--- src/sv/urlre_pkg.sv ---
`timescale 1ns / 1ps
`default_nettype none

package urlre_pkg;

  localparam logic [7:0] PCT_CHAR = 8'h25;

  localparam logic [1:0] CLS_NONE     = 2'd0;
  localparam logic [1:0] CLS_RESERVED = 2'd1;
  localparam logic [1:0] CLS_UNSAFE   = 2'd2;
  localparam logic [1:0] CLS_BOTH     = 2'd3;

  // one decision of the front: a byte to send as is, or to send as %XX
  typedef struct packed {
    logic [7:0] data;
    logic       esc;
    logic       last;
  } act_t;

  function automatic logic [1:0] char_class(input logic [7:0] c);
    logic [1:0] cls;
    cls = CLS_NONE;
    if (c[7] || c < 8'h20) begin
      cls = CLS_UNSAFE;
    end else begin
      unique case (c)
        8'h20, 8'h22, 8'h25, 8'h3C, 8'h3E, 8'h5C, 8'h5E, 8'h60,
        8'h7B, 8'h7C, 8'h7D, 8'h7E, 8'h7F: cls = CLS_UNSAFE;
        8'h23, 8'h3A, 8'h40, 8'h5B, 8'h5D: cls = CLS_BOTH;
        8'h26, 8'h2B, 8'h2F, 8'h3B, 8'h3D, 8'h3F: cls = CLS_RESERVED;
        default: cls = CLS_NONE;
      endcase
    end
    return cls;
  endfunction

  function automatic logic is_hex(input logic [7:0] c);
    return (c >= 8'h30 && c <= 8'h39) || (c >= 8'h41 && c <= 8'h46) ||
           (c >= 8'h61 && c <= 8'h66);
  endfunction

  // valid only for hex digits: letters of either case have bit 6 set
  function automatic logic [3:0] hex_val(input logic [7:0] c);
    return c[3:0] + (c[6] ? 4'd9 : 4'd0);
  endfunction

  function automatic logic [7:0] hex_upper(input logic [3:0] nib);
    logic [7:0] ch;
    if (nib < 4'd10) begin
      ch = 8'h30 + {4'd0, nib};
    end else begin
      ch = 8'h37 + {4'd0, nib};
    end
    return ch;
  endfunction

endpackage

`default_nettype wire

--- src/sv/urlre_in_if.sv ---
`timescale 1ns / 1ps
`default_nettype none

interface urlre_in_if;
  logic       valid;
  logic       ready;
  logic [7:0] in_byte;
  logic       end_of_string;

  modport source (output valid, output in_byte, output end_of_string, input ready);
  modport sink (input valid, input in_byte, input end_of_string, output ready);
endinterface

`default_nettype wire

--- src/sv/urlre_out_if.sv ---
`timescale 1ns / 1ps
`default_nettype none

interface urlre_out_if;
  logic       valid;
  logic       ready;
  logic [7:0] out_byte;
  logic       last_out;

  modport source (output valid, output out_byte, output last_out, input ready);
  modport sink (input valid, input out_byte, input last_out, output ready);
endinterface

`default_nettype wire

--- src/sv/url_escape_reencoder.sv ---
`timescale 1ns / 1ps
`default_nettype none

// URL percent-encoding normalizer. Characters of a URL come in one per request
// on raw (end_of_string marks the final one) and the re-encoded URL goes out
// one character per request on norm, with last_out on its final character.
// A '%' with two hex digits is decoded unless the decoded byte is reserved or
// unsafe, a stray '%' and any unsafe, non-reserved byte become '%' plus two
// upper-case hex digits, everything else passes. Each character is decided
// once its two successors are in, so output trails input by two characters;
// at end of string the held characters are flushed. The front takes one
// character per cycle while the queue has space; the back emits one
// character per cycle while norm is ready, so an escaped character yields
// three output characters, a passed one one, and a decoded triplet one
// output character for three inputs. The worst case is a run of escaped
// characters, where the output limits the input. A decision is pushed into
// the queue and then loaded from its head into the output register.

module url_escape_reencoder #(
  parameter int QUEUE_DEPTH = 2   // decision queue entries, 2 to 16
) (
  input  logic        clk,
  input  logic        rst,
  urlre_in_if.sink    raw,
  urlre_out_if.source norm
);
  import urlre_pkg::*;

  // decision queue between the window logic and the byte emitter
  logic q_push;
  logic q_space;
  logic q_pop;
  logic q_head_valid;
  act_t q_act;
  act_t q_head;

  // front: three-character window, one decision per cycle while the queue has space
  urlre_front u_front (
    .clk     (clk),
    .rst     (rst),
    .raw     (raw),
    .q_space (q_space),
    .q_push  (q_push),
    .q_act   (q_act)
  );

  urlre_queue #(
    .DEPTH (QUEUE_DEPTH)
  ) u_queue (
    .clk        (clk),
    .rst        (rst),
    .push       (q_push),
    .push_act   (q_act),
    .space      (q_space),
    .pop        (q_pop),
    .head_valid (q_head_valid),
    .head_act   (q_head)
  );

  // back: expands each decision into one or three output characters,
  // held in an output register so the queue keeps filling during stalls
  urlre_back u_back (
    .clk        (clk),
    .rst        (rst),
    .head_valid (q_head_valid),
    .head_act   (q_head),
    .pop        (q_pop),
    .norm       (norm)
  );

endmodule

`default_nettype wire

--- src/sv/urlre_front.sv ---
`timescale 1ns / 1ps
`default_nettype none

module urlre_front (
  input  logic          clk,
  input  logic          rst,
  urlre_in_if.sink      raw,
  input  logic          q_space,
  output logic          q_push,
  output urlre_pkg::act_t q_act
);
  import urlre_pkg::*;

  logic [7:0] win [3];
  logic [7:0] win_next [3];
  logic [1:0] cnt;
  logic [1:0] cnt_next;
  logic       drain;
  logic       drain_next;

  logic       want;
  logic       fire;
  logic       accept;
  logic       three_ok;
  logic [7:0] dec_val;
  logic [1:0] consume;
  logic [1:0] base;
  act_t       act;

  always_comb begin
    want     = (cnt == 2'd3) || (drain && cnt != 2'd0);
    fire     = want && q_space;
    three_ok = (cnt == 2'd3) && is_hex(win[1]) && is_hex(win[2]);
    dec_val  = {hex_val(win[1]), hex_val(win[2])};

    act.data = win[0];
    act.esc  = 1'b0;
    consume  = 2'd1;
    if (win[0] == PCT_CHAR) begin
      if (three_ok && char_class(dec_val) == CLS_NONE) begin
        act.data = dec_val;
        consume  = 2'd3;
      end else if (!three_ok) begin
        act.esc = 1'b1;
      end
    end else begin
      act.esc = (char_class(win[0]) == CLS_UNSAFE);
    end
    act.last = drain && (cnt == consume);

    base      = fire ? (cnt - consume) : cnt;
    raw.ready = !drain && (cnt != 2'd3 || fire);
    accept    = raw.valid && raw.ready;

    win_next = win;
    if (fire && consume == 2'd1) begin
      win_next[0] = win[1];
      win_next[1] = win[2];
    end
    if (accept) begin
      win_next[base] = raw.in_byte;
    end
    cnt_next = base + {1'b0, accept};

    drain_next = drain;
    if (accept && raw.end_of_string) begin
      drain_next = 1'b1;
    end else if (fire && act.last) begin
      drain_next = 1'b0;
    end
  end

  assign q_push = fire;
  assign q_act  = act;

  always_ff @(posedge clk) begin
    win <= win_next;
    if (rst) begin
      cnt   <= 2'd0;
      drain <= 1'b0;
    end else begin
      cnt   <= cnt_next;
      drain <= drain_next;
    end
  end

endmodule

`default_nettype wire

--- src/sv/urlre_queue.sv ---
`timescale 1ns / 1ps
`default_nettype none

module urlre_queue #(
  parameter int DEPTH = 2
) (
  input  logic            clk,
  input  logic            rst,
  input  logic            push,
  input  urlre_pkg::act_t push_act,
  output logic            space,
  input  logic            pop,
  output logic            head_valid,
  output urlre_pkg::act_t head_act
);
  import urlre_pkg::*;

  localparam int PW = (DEPTH > 1) ? $clog2(DEPTH) : 1;
  localparam int CW = $clog2(DEPTH + 1);
  localparam logic [PW-1:0] LAST_SLOT = PW'(DEPTH - 1);

  act_t          mem [DEPTH];
  logic [PW-1:0] wp;
  logic [PW-1:0] rp;
  logic [CW-1:0] fill;

  assign space      = (fill != CW'(DEPTH));
  assign head_valid = (fill != '0);
  assign head_act   = mem[rp];

  always_ff @(posedge clk) begin
    if (push) begin
      mem[wp] <= push_act;
    end
  end

  always_ff @(posedge clk) begin
    if (rst) begin
      wp   <= '0;
      rp   <= '0;
      fill <= '0;
    end else begin
      if (push) begin
        wp <= (wp == LAST_SLOT) ? '0 : wp + 1'b1;
      end
      if (pop) begin
        rp <= (rp == LAST_SLOT) ? '0 : rp + 1'b1;
      end
      fill <= fill + CW'(push) - CW'(pop);
    end
  end

endmodule

`default_nettype wire

--- src/sv/urlre_back.sv ---
`timescale 1ns / 1ps
`default_nettype none

module urlre_back (
  input  logic            clk,
  input  logic            rst,
  input  logic            head_valid,
  input  urlre_pkg::act_t head_act,
  output logic            pop,
  urlre_out_if.source     norm
);
  import urlre_pkg::*;

  logic [1:0] phase;
  logic       out_valid;
  logic [7:0] out_byte;
  logic       out_last;

  logic       load;
  logic       final_piece;
  logic [7:0] piece;

  always_comb begin
    load        = !out_valid || norm.ready;
    final_piece = !head_act.esc || phase == 2'd2;
    unique case (phase)
      2'd1:    piece = hex_upper(head_act.data[7:4]);
      2'd2:    piece = hex_upper(head_act.data[3:0]);
      default: piece = head_act.esc ? PCT_CHAR : head_act.data;
    endcase
    pop = load && head_valid && final_piece;
  end

  assign norm.valid    = out_valid;
  assign norm.out_byte = out_byte;
  assign norm.last_out = out_last;

  always_ff @(posedge clk) begin
    if (load && head_valid) begin
      out_byte <= piece;
      out_last <= head_act.last && final_piece;
    end
  end

  always_ff @(posedge clk) begin
    if (rst) begin
      phase     <= 2'd0;
      out_valid <= 1'b0;
    end else if (load) begin
      out_valid <= head_valid;
      if (head_valid) begin
        phase <= final_piece ? 2'd0 : phase + 2'd1;
      end
    end
  end

endmodule

`default_nettype wire
--- src/flat_wrapper.sv ---
// flat-port wrapper written by rule: the top's interface ports become plain ports
module url_escape_reencoder_flat import urlre_pkg::*;
#(
  parameter int QUEUE_DEPTH = 2                                     
)
  (clk, rst, raw_valid, raw_in_byte, raw_end_of_string, raw_ready, norm_valid, norm_out_byte, norm_last_out, norm_ready);
  urlre_in_if raw_i ();
  urlre_out_if norm_i ();
  input  logic clk;
  input  logic rst;
  input wire logic [$bits(raw_i.valid)-1:0] raw_valid;
  input wire logic [$bits(raw_i.in_byte)-1:0] raw_in_byte;
  input wire logic [$bits(raw_i.end_of_string)-1:0] raw_end_of_string;
  output wire logic [$bits(raw_i.ready)-1:0] raw_ready;
  output wire logic [$bits(norm_i.valid)-1:0] norm_valid;
  output wire logic [$bits(norm_i.out_byte)-1:0] norm_out_byte;
  output wire logic [$bits(norm_i.last_out)-1:0] norm_last_out;
  input wire logic [$bits(norm_i.ready)-1:0] norm_ready;
  assign raw_i.valid = raw_valid;
  assign raw_i.in_byte = raw_in_byte;
  assign raw_i.end_of_string = raw_end_of_string;
  assign raw_ready = raw_i.ready;
  assign norm_valid = norm_i.valid;
  assign norm_out_byte = norm_i.out_byte;
  assign norm_last_out = norm_i.last_out;
  assign norm_i.ready = norm_ready;
  url_escape_reencoder #(.QUEUE_DEPTH(QUEUE_DEPTH)) u_core (.clk(clk), .rst(rst), .raw(raw_i), .norm(norm_i));
endmodule
--- config.mk ---
export PLATFORM = sky130hd
export DESIGN_NAME = url_escape_reencoder_flat
export DESIGN_NICKNAME = d
export VERILOG_FILES = /design/src/sv/urlre_pkg.sv /design/src/sv/urlre_in_if.sv /design/src/sv/urlre_out_if.sv /design/src/sv/url_escape_reencoder.sv /design/src/sv/urlre_front.sv /design/src/sv/urlre_queue.sv /design/src/sv/urlre_back.sv /design/src/flat_wrapper.sv
export SDC_FILE = /design/constraint.sdc
export NUM_CORES = 1
export LEC_CHECK = 0
export BUFFER_PORTS_ARGS = -buffer_cell sky130_fd_sc_hd__buf_2
export CORE_ASPECT_RATIO = 0.75
export CORE_UTILIZATION = 63
export DETAILED_ROUTE_END_ITERATION = 16
export PLACE_DENSITY = 0.83
export SLEW_MARGIN = 25
export SYNTH_ARGS = -nofsm -noshare
export SYNTH_HDL_FRONTEND = slang
export SYNTH_SLANG_ARGS = --single-unit
--- constraint.sdc ---
create_clock -name clk -period 6.2 [get_ports clk]
set_clock_uncertainty 0.2 [all_clocks]
set_input_delay 0.93 -clock clk [delete_from_list [all_inputs] [get_ports clk]]
set_output_delay 0.93 -clock clk [all_outputs]
set_load 0.005 [all_outputs]
# Word level (Yosys, flattened, before mapping)
# Memory sizes are Yosys's and may differ from the RTL's. A register that Yosys moved wholly into a read port is not among the register bits.
# Cells that the tools add are included.
# classes
bitwise,1
div,0
n_addsub,13
n_mux,34
multipliers,0
reduce_logical,45
n_shift,0
n_eq_ne,56
magnitude_cmp,18
# op_table
op,count
8-bit by 6-bit == test with 1-bit output (second input constant),26
8-bit by 7-bit == test with 1-bit output (second input constant),22
8-bit by 7-bit >= comparator with 1-bit output (second input constant),4
8-bit by 7-bit <= comparator with 1-bit output (second input constant),4
8-bit two-way mux,4
6-bit by 4-bit adder with 7-bit output (first input constant),4
13-bit OR reduction,2
24-bit bitwise mux,1
24-bit two-way mux,1
1-bit logical AND,21
8-bit demux with 2-bit select,1
8-bit by 6-bit >= comparator with 1-bit output (second input constant),2
8-bit by 6-bit <= comparator with 1-bit output (second input constant),2
8-bit by 6-bit < comparator with 1-bit output (second input constant),2
16-bit two-way mux,1
2-bit two-way mux,8
8-bit one-hot mux with 2 select lines,1
7-bit two-way mux,2
2-bit one-hot mux with 3 select lines,2
6-bit OR reduction,2
1-bit two-way mux,11
1-bit logical OR,10
5-bit OR reduction,2
4-bit adder,2
other kinds (18),30
# word_totals
ramBits,20
reg_bits,43
romBits,0
mem_count,1
output_inout_bits,11
inputBits,13
latch_bits,0
wordCells,180
# mem_list
name,words,width,rd,rd_clocked_by_memory_dff,wr,line_no,text
u_core.u_queue.mem,2,10,1,1,1,urlre_queue.sv:22,act_t mem [DEPTH];

# Logic depth before layout (Yosys ltp)
# Gate-level depths: netlist of the first run.
# depth
word_depth,20
ltp_mapped,14
depth_no_buf,13

# Hierarchy
# From an unflattened synthesis of the first run, not the netlist that was laid out.
# unflattened
cells_unflattened,359
area_unflattened_um2,3674.8
# modules_own_cells
module,instances,area_per_inst_um2,cells_each
urlre_front,1,1953.1,219
urlre_queue,1,937.1,52
urlre_back,1,784.5,88

# Worst setup path before layout of the first run
# OpenSTA, ideal clock, no wires.
# synth_path
path_type,register to register
from,reg (tool-made name)
to,reg u_core.u_front.win[21] (netlist bit)
synth_period_minus_slack_ps,4050
t_arrival_ps,3720
required_time_ps,5870
setup_time_ps,130
path_slack_ps,2150
stages_incl_launch_ff,15
cell_sequence,edfxtp_1 -> ha_1 -> ha_1 -> xor2_2 -> a22oi_1 -> o21ai_0 -> a311o_1 -> nor3_1 -> nand2b_1 -> ha_1 -> nor3_1 -> o21ai_1 -> dlygate4sd3_1 -> nor2_1 -> a21oi_1
# synth_rtl
item,line_no,text
end signal: assignment,urlre_front.sv:77,win <= win_next;
end: declaration,urlre_front.sv:14,logic [7:0] win [3];

==> flow_summary.ini, run 1 <==
[run_status]
run_status = completed

[worst_setup_path]
worstPathCellList = ha_1 > ha_1 > inv_1 > o21ai_0 > o21ai_0 > a311o_1 > nor3_1 > nand2b_1 > ha_1 > nor3_1 > o21ai_1 > nor2_1 > a21oi_1
cpMostUsedCell = ha_1
worst_path_max_delay_cell = o21ai_1
crit_path_max_fanout = 16
timing.critical_path.to_type = register
critical_path.startpoint_type = register
cp_data_required_time_ps = 6260
worstPathBufferInverterCount = 1
cpLargestDelayFamily = compound AO/OA/AOI/OAI gates
max_stage_delay_ps = 770
cp_data_arrival_time_ps = 4360
setup.worst_path.class = register to register

[global_routing]
grt_first_pass_wirelength_mm = 11.4
grt_max_degree = 17
grt_pass1_vias = 2245
grt_antenna_before_repair = 0
grt.overflow.total = 0
grt_util_all_layers_pct = 27.9

[clock_tree]
post_cts.resized_instances = 0
cts-hold-fix-buffers = 0
worst_skew_pair.late_latency_ps = 340
htree_levels = 3
number_of_buffers_inserted_during_clock_tree_synthesis = 9
clock_tree.buffer_depth = 2
cts_root_buffer = clkbuf_8
cts.sinks = 64
setup_buffers_after_cts = 0
tritoncts_clock_tree = done
worst_setup_hold_path_clk_slew_ps = 70

[die]
fp.dieArea_um2 = 5560
row_count = 22
floorplan.die.height_um = 64.8
top_level_ports = 24
initial_core_util_pct = 66.5
die_width_um = 85.8
core_region_area_um2 = 4980

[logic_synthesis]
synth_most_common_cell = edfxtp_1
netlist_top_cells_area = edfxtp_1 34%, dfxtp_1 16%, mux2i_1 6.9%, ha_1 4.5%, a21oi_1 4.1%
fraction_of_synthesized_cell_area_taken_by_the_top_area_cell_type_pct = 33.5
ys_ff_latch = 64
synthesis.area_per_instance_um2 = 10.6
post_synthesis_net_count = 339
ys_warn_count = 0
yosysTopAreaCell = edfxtp_1
postSynthCellCount = 314
netlist-cell-type-count = 54
dominantRegCellSynth = edfxtp_1
synth_async_sr_flop_share_pct = 0
post_synth_most_frequent_cells = 37 x edfxtp_1, 31 x nor2_1, 27 x a21oi_1, 27 x dfxtp_1, 23 x mux2i_1
post_synth_instance_area_um2 = 3320
synth.yosys.seq_area_share_pct = 49.8
synth_enable_flop_cells = 37

[routing]
drt_iter0_drc = 246
ant_nets = 0
vias = 2535
vias_per_cell = 6.12
postRouteWirelength_mm = 6.87
routed_wire_length_per_instance_um = 16.6
drcViolationCount = 0
drt_pass1_iterations = 5

[cells_and_area]
insertedDiodeCount = 0
nets = 363
fillCellCount = 350
final_cell_count_no_fill = 414
layout_cell_share_with_drive_strength_beyond_1_pct = 13.7
syn_to_final_growth_pct = 10.9

[sta]
worst_pin_slew_ps = 998
report.final.slew_viol_count = 0
final.period_utilization_pct = 69.4
finalSetupViolations = 0
finalWorstPathRequiredPeriod_ps = 4300
finalWorstSetupSlack_ps = 1900
fmax_mhz = 232
timing.slew.headroom_pct = 33.1
totalNegativeSetupSlack_ps = 0
timing_hold_violations_final = 0
hold-worst-slack_ps = 295
grt_setup_unrepaired = false

[placement]
hpwlAfterDp_mm = 4.93
dp_cells = 399
setup_slack_at_placement_ps = 2010
finalWeightedCongestion = 0.915
buffer_ports.inserted = 23

[job]
drv.max_cap_violation_count = 0

[power_and_ir_drop]
p_total_mw = 1.89
cellLeakagePower_nw = 1.47
power-per-cell-area_nw_per_um2 = 514
ir_worst_vdd_v = 0.000290

[worst_hold_path]
hold_path.class = register to register
-- power breakdown --
part	switching, mW	internal (mW)
sequential	0.148	0.621
combinational	0.413	0.325
clock	0.152	0.233
total	0.713	1.18
-- through the flow --
stage / utilization [%] / cell area [µm²]
4_1_cts: 73.8 / 3680
6_report: 73.8 / 3680
3_3_place_gp: 69.6 / 3470
5_1_grt: 73.8 / 3680
3_5_place_dp: 69.6 / 3470
2_1_floorplan: - / 3320
-- worst register-to-register path, delay by kind of cell, from the launching register on --
kind / cells / cell delay [ps]
compound gates: 5 / 1660
fa+ha+maj: 3 / 790
buf+inv: 1 / 110
flops: 1 / 460
simple gates: 4 / 1010
-- final timing paths --
path	startpoint	endpoint	slack [ps]	depth (start not counted)
min reg2reg	u_core.u_back.norm.valid	u_core.u_back.norm.valid	300	2
max	register	u_core.u_front.win[23]	1900	13
min	u_core.u_back.norm.valid	u_core.u_back.norm.valid	300	2
max reg2reg	register	u_core.u_front.win[23]	1900	13
-- placed cells by master (no fill, tap or decap), drive strengths merged, types with 3 or more instances in the layout --
master	Yosys	final
edfxtp	37	37
nor2b	8	8
o31ai	3	3
nand2b	4	4
and2	4	4
ha	12	12
a22oi	6	6
buf	5	23
o22ai	5	5
dfxtp	27	27
nand2	13	13
inv	16	16
clkbuf	4	11
nor2	31	31
xor2	5	5
nand3	6	6
nand4	3	3
mux2	4	4
nor3	5	5
xnor2	9	9
a21oi	27	27
a31oi	3	3
mux2i	23	23
a21o	5	5
o21ai	19	19
-- layout make-up --
cell class | instances | area (µm²) | area share, %
inverter | 16 | 60.1 | 1.63
multi-input combinational | 224 | 1550 | 42.2
tap | 72 | 90.1 | 2.45
clock inverter | 4 | 68.8 | 1.87
sequential | 64 | 1650 | 44.9
clock buffer | 11 | 141 | 3.84
timing repair buffer | 23 | 115 | 3.13
-- per-layer routing --
layer,routed length [µm],GRT usage (%)
met5,0,0
met3,540,10.4
met1,3350,39.8
met4,87,8.13
met2,2890,39.6
-- logic make-up after synthesis --
logic type,Yosys count,synth area share [%]
AOI/OAI and AO/OA,86,16.8
and+or+nand+nor,85,12.9
DFF,64,49.8
muxes,27,8.30
buffers and inverters,26,3.43
xor gates and xnor gates,14,4.15
adders and majority gates,12,4.53
Note: power is estimated with default switching activity, not from simulation.
==> inputs of run 2 (changes only) <==
--- a/config.mk
+++ b/config.mk
@@ -5,11 +5,12 @@
 export SDC_FILE = /design/constraint.sdc
 export NUM_CORES = 1
 export LEC_CHECK = 0
+export ABC_AREA = 1
 export BUFFER_PORTS_ARGS = -buffer_cell sky130_fd_sc_hd__buf_2
 export CORE_ASPECT_RATIO = 0.75
-export CORE_UTILIZATION = 63
+export CORE_UTILIZATION = 60
 export DETAILED_ROUTE_END_ITERATION = 16
-export PLACE_DENSITY = 0.83
+export PLACE_DENSITY = 0.79
 export SLEW_MARGIN = 25
 export SYNTH_ARGS = -nofsm -noshare
 export SYNTH_HDL_FRONTEND = slang
==> constraint.sdc (replaced) <==
create_clock -name clk -period 4.2 [get_ports clk]
set_clock_uncertainty 0.2 [all_clocks]
set_input_delay 0.63 -clock clk [delete_from_list [all_inputs] [get_ports clk]]
set_output_delay 0.63 -clock clk [all_outputs]
set_load 0.005 [all_outputs]
==> run 2 against run 1 <==
Compared with the run above:
- utilization down 3.6 points
- global-route usage down 1.6 points
- sequential cell count unchanged
- fmax up 22%
- via count up 21%
- register-to-register slack worse by 1200 ps
- synthesized cell count up 40%
- combinational power up 46%
- routed wire length up 11%
- final area up 4.4%
- clock power up 28%
- area after synthesis up 5.1%
==> flow_summary.ini, run 2 <==
[global_routing]
grt_first_pass_wirelength_mm = 12.4
grt_antenna_before_repair = 0
grt_util_all_layers_pct = 26.3
grt_max_degree = 27
grt.overflow.total = 0
grt_pass1_vias = 2644

[clock_tree]
htree_levels = 3
worst_setup_hold_path_clk_slew_ps = 70
post_cts.resized_instances = 0
tritoncts_clock_tree = done
cts-hold-fix-buffers = 0
worst_skew_pair.late_latency_ps = 330
number_of_buffers_inserted_during_clock_tree_synthesis = 9
cts.sinks = 64
setup_buffers_after_cts = 0
clock_tree.buffer_depth = 2
cts_root_buffer = clkbuf_8

[cells_and_area]
syn_to_final_growth_pct = 10.2
layout.cells.most_common_list = 123 x nand2_1, 62 x inv_1, 54 x nand3_1, 37 x edfxtp_1, 34 x o21ai_0
layout_cell_share_with_drive_strength_beyond_1_pct = 12.1
fillCellCount = 451
most_frequent_standard_cell_in_the_layout_excluding_fill_and_tap_cells = nand2_1
insertedDiodeCount = 0
post_route_design_area_um2 = 3840
nets = 493

[die]
floorplan.die.height_um = 68.0
core_region_area_um2 = 5470
fp.dieArea_um2 = 6120
row_count = 23
top_level_ports = 24
initial_core_util_pct = 63.7
die_width_um = 90.0

[worst_setup_path]
cp_data_required_time_ps = 3970
worst_r2r_path_depth = 13
worstPathCellList = ha_1 > ha_1 > inv_1 > o21ai_0 > inv_1 > nor2_1 > nand3b_1 > nand3_4 > nand2_1 > ha_1 > or2_0 > o21ai_1 > nor2_1
max_stage_delay_ps = 580
critical_path.startpoint_type = register
worstPathBufferInverterCount = 2
cp_num_cells = 13
worst_path_max_delay_cell = nor2_1
cp_data_arrival_time_ps = 3310
cpMostUsedCell = ha_1
crit_path_max_fanout = 8
setup.worst_path.class = register to register
timing.critical_path.to_type = register
cpLargestDelayFamily = simple AND/OR/NAND/NOR gates

[routing]
drt_pass1_iterations = 6
drt_iter0_drc = 314
vias_per_cell = 5.58
met2_length_mm = 3.23
drt-met1-wl_mm = 3.49
routed_wire_length_per_instance_um = 13.9
postRouteWirelength_mm = 7.60
wl_met3_um = 745
drcViolationCount = 0
top_layer = met4
vias = 3059
ant_nets = 0

[logic_synthesis]
synth_enable_flop_cells = 37
netlist-cell-type-count = 42
post_synthesis_net_count = 466
postSynthCellCount = 441
yosysTopAreaCell = edfxtp_1
ys_ff_latch = 64
synthesis.area_per_instance_um2 = 7.90
ys_warn_count = 0
fraction_of_synthesized_cell_area_taken_by_the_top_area_cell_type_pct = 31.9
post_synth_instance_area_um2 = 3480
post_synth_most_frequent_cells = 123 x nand2_1, 62 x inv_1, 54 x nand3_1, 37 x edfxtp_1, 34 x o21ai_0
synth_async_sr_flop_share_pct = 0
synth_most_common_cell = nand2_1
synth.yosys.seq_area_share_pct = 47.4
dominantRegCellSynth = edfxtp_1
netlist_top_cells_area = edfxtp_1 32%, dfxtp_1 16%, nand2_1 13%, nand3_1 7.8%, inv_1 6.7%

[sta]
timing_hold_violations_final = 0
fmax_mhz = 282
finalWorstSetupSlack_ps = 659
finalWorstPathRequiredPeriod_ps = 3540
finalSetupViolations = 0
report.final.slew_viol_count = 0
timing.slew.headroom_pct = 37.6
final.period_utilization_pct = 84.3
grt_setup_unrepaired = false
hold-worst-slack_ps = 262
worst_pin_slew_ps = 935
totalNegativeSetupSlack_ps = 0

[worst_hold_path]
hold-path-cell-count = 1
hold_path.class = register to register

[placement]
post_dp_cell_area_um2 = 3650
setup_slack_at_placement_ps = 732
hpwlAfterDp_mm = 5.58
finalWeightedCongestion = 0.978
buffer_ports.inserted = 23

[power_and_ir_drop]
cellLeakagePower_nw = 1.76
power-per-cell-area_nw_per_um2 = 686
ir_worst_vdd_v = 0.000446
p_total_mw = 2.63

[job]
drv.max_cap_violation_count = 0

[run_status]
run_status = completed
[run 2: cell type report]
| type | instances | area, µm² | area share (%) |
|---|---|---|---|
| flip-flops and latches | 64 | 1650 | 43.0 |
| clock inverters | 3 | 15.0 | 0.391 |
| repair buffers | 24 | 123 | 3.20 |
| clock buffers | 13 | 170 | 4.43 |
| inverters | 70 | 263 | 6.85 |
| multi-input cells | 299 | 1520 | 39.6 |
| well taps | 75 | 93.8 | 2.45 |
[run 2: logic make-up (layout without fill, tap and decap cells)]
kind of cell / after synthesis / count (layout) / synth area share, %
multiplexers: 4 / 4 / 1.19
XOR/XNOR: 3 / 3 / 0.754
AND/OR/NAND/NOR: 214 / 214 / 27.0
adder cells (fa/ha/maj): 12 / 12 / 4.31
flip-flops: 64 / 64 / 47.4
buffers and inverters: 78 / 110 / 8.91
AO/OA/AOI/OAI: 66 / 66 / 10.4
[run 2: per-layer routing]
| layer | vias up | GRT usage [%] |
|---|---|---|
| met1 | 1365 | 38.1 |
| met5 | - | 0 |
| met4 | 0 | 8.87 |
| li1 | 1510 | - |
| met3 | 17 | 5.00 |
| met2 | 167 | 40.2 |
[run 2: metrics by stage]
stage	cells	util, %
after floorplan	441	-
after global placement	532	66.8
after detailed placement	532	66.8
after CTS	548	70.2
after global routing	548	70.2
final	548	70.2
[run 2: where the power goes]
group	switching, mW	internal [mW]	total (mW)
clock network	0.227	0.264	0.491
registers	0.149	0.909	1.06
logic	0.712	0.371	1.08
[run 2: final timing paths]
| path | start | to | slack (ps) |
|---|---|---|---|
| max | register | register | 660 |
| min | u_core.u_queue.rp | register | 260 |
| max reg2reg | register | register | 660 |
| min reg2reg | u_core.u_queue.rp | register | 260 |
==> inputs of run 3 (changes only) <==
==> constraint.sdc (replaced) <==
create_clock -name clk -period 3.35 [get_ports clk]
set_clock_uncertainty 0.2 [all_clocks]
set_input_delay 0.5025 -clock clk [delete_from_list [all_inputs] [get_ports clk]]
set_output_delay 0.5025 -clock clk [all_outputs]
set_load 0.005 [all_outputs]
==> run 3 against run 2 <==
Compared with the run above:
- clock power rose by 44%
- first-iteration DRC count is 36% higher
- sequential power rose by 25%
- cell count grew 1.1%
- hold slack worse by 110 ps
- largest cell class unchanged
==> flow_summary.ini, run 3 (same netlist as run 2, synthesis figures left out) <==
[run_status]
run_status = completed

[cells_and_area]
layout.cells.most_common_list = 123 x nand2_1, 62 x inv_1, 54 x nand3_1, 37 x edfxtp_1, 34 x o21ai_0
footprint_of_the_multi_input_gates_um2 = 1540
layout_cell_share_with_drive_strength_beyond_1_pct = 14.0
fillCellCount = 431
syn_to_final_growth_pct = 12.8
insertedDiodeCount = 0
nets = 499
most_frequent_standard_cell_in_the_layout_excluding_fill_and_tap_cells = nand2_1
post_route_design_area_um2 = 3930
sequential_cell_area_um2 = 1650

[power_and_ir_drop]
power.switching_fraction_pct = 41.5
cellLeakagePower_nw = 1.80
ir_worst_vdd_v = 0.000544
power-per-cell-area_nw_per_um2 = 880
intPower_mw = 2.02
p_comb_share_pct = 41.5
switchingPower_mw = 1.43
power_share_of_the_sequential_group_pct = 38.1
share_clk_of_total_power_pct = 20.4

[worst_setup_path]
crit_path_max_fanout = 8
setup.worst_path.class = register to register
worstPathCellList = ha_1 > ha_4 > nand2_1 > nand2_2 > clkinv_1 > nand3_1 > nand2_1 > nand2_1 > nand3b_1 > nand3_4 > nand2_1 > ha_1 > or2_0 > o21ai_2 > inv_2 > nor2_4 > inv_2 > nand3_1 > nand2_1
timing.critical_path.to_type = register
cp_data_arrival_time_ps = 3230
max_stage_delay_ps = 430
cp_data_required_time_ps = 3390
cpMostUsedCell = nand2_1
worst_path_max_delay_cell = edfxtp_1
critical_path.startpoint_type = register

[clock_tree]
worst_skew_pair.late_latency_ps = 350
tritoncts_clock_tree = done
cts-hold-fix-buffers = 0
number_of_buffers_inserted_during_clock_tree_synthesis = 9
clock_tree.buffer_depth = 2
worst_setup_hold_path_clk_slew_ps = 70
cts_root_buffer = clkbuf_8
htree_levels = 3
cts.sinks = 64

[die]
fp.dieArea_um2 = 6120
top_level_ports = 24
row_count = 23
core_region_area_um2 = 5470
initial_core_util_pct = 63.7
die_width_um = 90.0
floorplan.die.height_um = 68.0

[routing]
postRouteWirelength_mm = 7.89
drt_iter0_drc = 426
ant_nets = 0
drcViolationCount = 0
vias_per_cell = 5.56
drt_pass1_iterations = 6
routed_wire_length_per_instance_um = 14.2
vias = 3081

[global_routing]
grt_util_all_layers_pct = 27.2
grt_antenna_before_repair = 0
grt_first_pass_wirelength_mm = 12.7
grt_pass1_vias = 2671
grt.overflow.total = 0
grt_max_degree = 27

[placement]
post_dp_cell_area_um2 = 3680
finalWeightedCongestion = 0.985
hpwlAfterDp_mm = 5.68
buffer_ports.inserted = 23

[sta]
report.final.slew_viol_count = 0
timing_hold_violations_final = 0
totalNegativeSetupSlack_ps = 0
fmax_mhz = 313
finalSetupViolations = 0
timing.slew.headroom_pct = 37.0
finalWorstPathRequiredPeriod_ps = 3190
final.period_utilization_pct = 95.3
grt_setup_unrepaired = false
hold-worst-slack_ps = 154
worst_pin_slew_ps = 942

[job]
drv.max_cap_violation_count = 0

[worst_hold_path]
hold_path.class = input port to register
run 3: changes by cell type in the layout (fill, tap and decap cells not counted):
cell | previous run | this run
inv_6 | 0 | 1
clkinv_1 | 1 | 2
clkinv_2 | 3 | 1
bufinv_16 | 0 | 1
clkinv_4 | 0 | 2
buf_4 | 1 | 7
o21ai_1 | 4 | 3
nor2_2 | 3 | 4
clkbuf_1 | 2 | 0
ha_1 | 12 | 11
nor2_1 | 19 | 18
o21ai_2 | 0 | 1
clkbuf_8 | 10 | 9
ha_4 | 0 | 1
run 3: repair_timing:
item / 4_1_cts / 5_1_grt
endpoints found under the setup margin: 8 / 16
buffers inserted: 0 / 2
resized for setup: 1 / 3
pin swaps: 0 / 1
run 3: area by class of cell:
type	instances	area share (%)
clock buffers	10	3.79
clock inverters	6	1.66
inverters	70	6.69
multi-input cells	299	39.2
flip-flops and latches	64	42.0
well taps	75	2.39
repair buffers	30	4.27
run 3: critical path, delay by kind of cell, from the launching register on:
| kind | cells | cell delay [ps] |
|---|---|---|
| simple gates | 12 | 1340 |
| fa+ha+maj | 3 | 720 |
| flops | 1 | 430 |
| buf+inv | 3 | 270 |
| compound gates | 1 | 100 |
run 3: through the flow:
stage | total power, mW | util, % | instances | worst slack (ps)
floorplan | 2.29 | - | 441 | 85.2
global placement | 2.64 | 67.3 | 536 | 80.6
detailed placement | 2.69 | 67.3 | 536 | 9.73
CTS | 3.40 | 71.3 | 552 | 37.7
global route | 3.69 | 71.9 | 554 | 28.0
finish | 3.46 | 71.9 | 554 | 156
run 3: routing by layer:
layer  share of wire (%)  track usage [%]  vias to the layer above
met4                0.96             5.65                        0
met5                   0                0                        -
met2                  43             42.0                      169
met1                  46             38.9                     1382
met3                  10             7.44                       12
li1                    -                -                     1518
run 3: power groups by stage:
stage               logic (mW)  clock network [mW]  registers, mW
finish                    1.43               0.707           1.32
detailed placement        1.36                   0           1.32
CTS                       1.39               0.709           1.31
global route              1.61               0.743           1.34
floorplan                 1.02                   0           1.28
global placement          1.33                   0           1.31
run 3: path summary, 6_finish.rpt:
path / from / to / slack (ps) / cells after the start
worst max register to register: register / u_core.u_front.win[18] / 160 / 19
worst min-delay path: raw_in_byte[5] / register / 150 / 1
worst min register to register: u_core.u_queue.rp / register / 250 / 1
worst max-delay path: register / u_core.u_front.win[18] / 160 / 19
